$ cat src/design/mbt_pkg.sv
`default_nettype none

package mbt_pkg;

    // Field widths of the item and result beats.
    localparam int VALUE_W = 30;
    localparam int COUNT_W = 10;

    // Width of a counter that runs over the bits of one value.
    localparam int STEP_W = $clog2(VALUE_W + 1);

    typedef logic [VALUE_W-1:0] value_t;
    typedef logic [COUNT_W-1:0] count_t;

    // The modulus, the exponent of the Fermat inverse, and the multiplicative one.
    localparam value_t PRIME_MOD = 30'd1000000007;
    localparam value_t PRIME_EXP = PRIME_MOD - 30'd2;
    localparam value_t VALUE_ONE = 30'd1;

    // The top exponent bit is always set, so the power walk starts one bit below it.
    localparam logic [STEP_W-1:0] EXP_TOP = STEP_W'(VALUE_W - 2);

    // Operation code carried by the op field.
    localparam logic OP_PREPARE = 1'b0;

endpackage

`default_nettype wire

$ cat src/design/mbt_mulmod.sv
`default_nettype none

module mbt_mulmod (
    input  wire logic            clk,
    input  wire logic            rst_n,
    input  wire logic            start,
    input  wire mbt_pkg::value_t x,
    input  wire mbt_pkg::value_t y,
    output      logic            done,
    output      mbt_pkg::value_t product
);

    import mbt_pkg::*;

    localparam int SUM_W = VALUE_W + 2;

    // Interleaved modular multiply: one multiplier bit per cycle, MSB first.
    value_t              acc_reg;
    value_t              x_reg;
    value_t              y_reg;
    logic [STEP_W-1:0]   cnt_reg;
    logic                done_reg;

    logic [SUM_W-1:0]    step_sum;
    logic [SUM_W-1:0]    sub_one;
    logic [SUM_W-1:0]    sub_two;
    value_t              step_val;

    // The doubled accumulator plus the addend stays below three times the prime.
    always_comb
    begin
        step_sum = {1'b0, acc_reg, 1'b0}
                 + {2'b00, x_reg & {VALUE_W{y_reg[VALUE_W-1]}}};
        sub_one  = step_sum - {2'b00, PRIME_MOD};
        sub_two  = step_sum - {1'b0, PRIME_MOD, 1'b0};
        if (step_sum >= {1'b0, PRIME_MOD, 1'b0})
        begin
            step_val = sub_two[VALUE_W-1:0];
        end
        else if (step_sum >= {2'b00, PRIME_MOD})
        begin
            step_val = sub_one[VALUE_W-1:0];
        end
        else
        begin
            step_val = step_sum[VALUE_W-1:0];
        end
    end

    always_ff @(posedge clk or negedge rst_n)
    begin
        if (!rst_n)
        begin
            cnt_reg  <= '0;
            done_reg <= 1'b0;
        end
        else
        begin
            done_reg <= (cnt_reg == STEP_W'(1)) && !start;
            if (start)
            begin
                cnt_reg <= STEP_W'(VALUE_W);
            end
            else if (cnt_reg != '0)
            begin
                cnt_reg <= cnt_reg - STEP_W'(1);
            end
        end
    end

    always_ff @(posedge clk)
    begin
        if (start)
        begin
            acc_reg <= '0;
            x_reg   <= x;
            y_reg   <= y;
        end
        else if (cnt_reg != '0)
        begin
            acc_reg <= step_val;
            y_reg   <= {y_reg[VALUE_W-2:0], 1'b0};
        end
    end

    assign done    = done_reg;
    assign product = acc_reg;

endmodule

`default_nettype wire

$ cat config.mk
export PLATFORM = sky130hd
export DESIGN_NAME = mbt_mulmod
export DESIGN_NICKNAME = d
export VERILOG_FILES = /design/src/design/mbt_pkg.sv /design/src/design/mbt_mulmod.sv
export SDC_FILE = /design/constraint.sdc
export NUM_CORES = 1
export LEC_CHECK = 0
export BUFFER_PORTS_ARGS = -buffer_cell sky130_fd_sc_hd__buf_2
export CORE_MARGIN = 1
export CORE_UTILIZATION = 30
export CTS_BUF_LIST = sky130_fd_sc_hd__clkbuf_2 sky130_fd_sc_hd__clkbuf_4 sky130_fd_sc_hd__clkbuf_8
export DETAILED_ROUTE_END_ITERATION = 10
export REMOVE_ABC_BUFFERS = 1
export SLEW_MARGIN = 0
export SYNTH_ARGS = -nofsm -noshare
export SYNTH_HDL_FRONTEND = slang
export SYNTH_SLANG_ARGS = --single-unit
$ cat constraint.sdc
create_clock -name clk -period 5.6 [get_ports clk]
set_input_delay 0.84 -clock clk [delete_from_list [all_inputs] [get_ports clk]]
set_output_delay 0.84 -clock clk [all_outputs]
set_load 0.02 [all_outputs]
==> flow_summary.toml <==
[outcome]
run_status = "completed"

[die]
die_area_sq_um = 25280
die_height_um = 159.0
pin_count = 94
fp-row-count = 57
initial_core_util_pct = 30.50
die_width_um = 159.0
core-area_sq_um = 24250

[detailed_routing]
detail-route-antenna-nets = 0
wl_met2_um = 10120
number_of_vias_after_detailed_routing = 6643
route.met3.wl_um = 1099
maxUsedRoutingLayer = "met4"
post_drt_wl_per_cell_um = 18.33
dr.first_iter.drc_count = 549
drc = 0
wl_um = 22550
met1Wirelength_um = 10960
dr.pass1.iters = 6
via_per_inst = 5.401

[finish]
antenna_diodes = 0
stdcell_area_sq_um = 8454
nets = 1000
area_growth_syn_to_layout_pct = 14.31
post-route-util_pct = 34.87
drive_above_1_share_pct = 20.64

[clock_tree]
ctsHtreeMaxLevel = 3
tritoncts = "built"
worst_skew_pair.late_latency_ns = 0.40
number_of_sinks_handled_by_clock_tree_synthesis = 96
cts.reportedPaths.clkPinSlew_ns = 0.12
cts_hold_buf = 0
cts-buffers-inserted = 9
clock_tree.buffer_depth = 2
cts_root_buf = "clkbuf_8"

[timing]
rsz_0062_raised_after_global_routing = "no"
maxSlewHeadroom_pct = 19.08
max_clock_freq_mhz = 194.0
maxSlewViolCount = 0
clock_skew_ns = 0.01523
timing.final.crit_share_pct = 92.06
finalWorstPathRequiredPeriod_ns = 5.155
final-setup-viol-count = 0
slew_at_the_pin_with_the_worst_max_slew_slack_ns = 1.209
timing.setup.tns_ns = 0
hold_violations = 0
fin_hold_ws_ns = 0.2462

[pwr]
ir_worst_vdd_uv = 156.8
p_leak_nw = 3.371
post-layout-total-power_mw = 3.769
power_per_cell_area_nw_per_um2 = 445.8

[worst_setup_path]
cpPeakStageDelay_ns = 0.58
cp_data_required_time_ns = 5.89
cp.arrival_ns = 5.45
cp-end-kind = "flop"
r2r_cells = 17
path_max_fanout = 24
critical_path.startpoint_type = "flop"
timing.critical_path.max_delay_family = "compound AO/OA/AOI/OAI gates"
critical_path.reg2reg.startpoint = "y_reg[29]$_DFFE_PP_"
critical_path.cell_chain = "and2_1 > ha_1 > inv_1 > fa_1 > nand2b_1 > a21oi_2 > o21ai_1 > a31oi_1 > or3_1 > nand4_1 > a2111oi_0 > o211a_2 > or2_1 > buf_4 > o21a_1 > mux2i_1 > a211o_1"
rr_endpoint = "product[8]$_SDFFE_PP0P_"
timing_worst_setup_path_type = "reg -> reg"
path_buf_inv = 2
critPathSlowestCell = "a2111oi_0"
setup.reg_to_reg.worst_slack_ns = 0.44

[synth]
synth_top_area_share_pct = 24.36
synth-warning-count = 0
muxShareOfSynthArea_pct = 5.244
synth_area_per_cell_sq_um = 9.008
synth_top_area_cell = "edfxtp_1"
synthDistinctLibCells = 82
synth-compound-area-share_pct = 25.53
netlist_area_sq_um = 7396
post_synth_inst_count = 821
synth-seq-cells = 96
synth-seq-area-share_pct = 34.51
synth_common_cells = "nand2_1 (75), edfxtp_1 (60), nor2_1 (52), a21oi_1 (48), and2_1 (47)"
synth_simple_gate_area_share_pct = 20.84
synth-edff-count = 60
synth_flop_cell = "edfxtp_1"
largest_family_of_logic_cells_by_synthesized_area = "compound AO/OA/AOI/OAI gates"
synthesized_area_fraction_occupied_by_adder_cells_pct = 6.192
yosys-top-cells-area = "edfxtp_1 (24%), dfxtp_1 (8.1%), ha_1 (5.9%)"
synth.most_common_cell = "nand2_1"
synth-async-reset-ratio_pct = 6.250
post_synth_xor_area_fraction_pct = 4.043

[worst_hold_path]
hold_class = "in -> async"

[placement]
final_hpwl_from_detailed_placement_um = 17220
numPortBuffers = 93
placedInstanceArea_sq_um = 8210
gp_congestion = 0.8923

[global_route]
grt_first_pass_wirelength_um = 36000
track_usage_pct = 18.07
globalRouteOverflowTotal = 0
first_global_vias = 6480
number_of_antenna_violations_at_the_first_check_in_global_routing = 0
grt_max_degree = 47

[job]
max_cap_viol_count = 0
==> routing by layer <==
layer | vias to the layer above | GRT usage, %
met5 | - | 0
met4 | 0 | 5.507
met3 | 25 | 3.074
met2 | 167 | 28.35
met1 | 3171 | 25.29
li1 | 3280 | -
==> layout make-up <==
| type | count | area (sq um) |
|---|---|---|
| Multi-Input combinational cell | 663 | 4587 |
| Timing Repair Buffer | 113 | 618.1 |
| Inverter | 18 | 67.56 |
| Fill cell | 2595 | 15790 |
| Tap cell | 324 | 405.4 |
| Clock buffer | 9 | 123.9 |
| Clock inverter | 7 | 100.1 |
| Sequential cell | 96 | 2552 |
==> cells by family after synthesis <==
logic type	after synthesis
simple gates	299
flops	96
compound gates	261
mux	35
xor+xnor	32
buf+inv	62
fa+ha+maj	36
==> how the worst max path moves through the flow <==
stage	slack (ns)	depth (start not counted)	startpoint	to
6_report	0.44	17	y_reg[29]$_DFFE_PP_	product[8]$_SDFFE_PP0P_
5_1_grt	0.11	16	y_reg[29]$_DFFE_PP_	product[2]$_SDFFE_PP0P_
4_1_cts	0.15	16	y_reg[29]$_DFFE_PP_	product[8]$_SDFFE_PP0P_
3_5_place_dp	0.19	16	y_reg[29]$_DFFE_PP_	product[8]$_SDFFE_PP0P_
3_3_place_gp	0.18	16	y_reg[29]$_DFFE_PP_	product[8]$_SDFFE_PP0P_
2_1_floorplan	0.62	16	y_reg[29]$_DFFE_PP_	product[22]$_SDFFE_PP0P_
==> report_power, final <==
group	internal, mW	switching (mW)	total [mW]	leakage [nW]
clock	0.221	0.304	0.526	0.112
sequential	0.889	0.120	1.01	0.925
combinational	0.826	1.41	2.23	2.33
total	1.94	1.83	3.77	3.37
==> through the flow <==
stage / instances / setup slack, ns
final: 1230 / 0.4449
after global routing: 1230 / 0.1058
after CTS: 1229 / 0.1537
after detailed placement: 1213 / 0.1861
after global placement: 1213 / 0.1779
after floorplan: 777 / 0.6175
==> cells in the final DEF, fill, tap and decap left out, types with 11 or more instances in the layout <==
master	synthesis	layout
buf_2	11	92
nand3_1	23	23
o21ai_0	41	41
ha_1	35	35
a21oi_1	48	48
o211ai_1	15	15
nand4_1	11	11
nand2_1	75	75
nor3_1	23	23
dfxtp_1	30	30
a211oi_1	23	22
or3_1	15	15
inv_1	18	18
a21o_1	17	17
edfxtp_1	60	60
and2_1	47	47
buf_4	0	21
mux2_2	30	30
xnor2_1	21	21
nor2_1	52	52
nand2b_1	13	13
==> timing repair <==
action	in CTS	in global routing
buffers inserted	0	1
setup endpoints to repair	0	19
resized for setup	0	3
No activity file was read; power rests on OpenSTA's default activity.
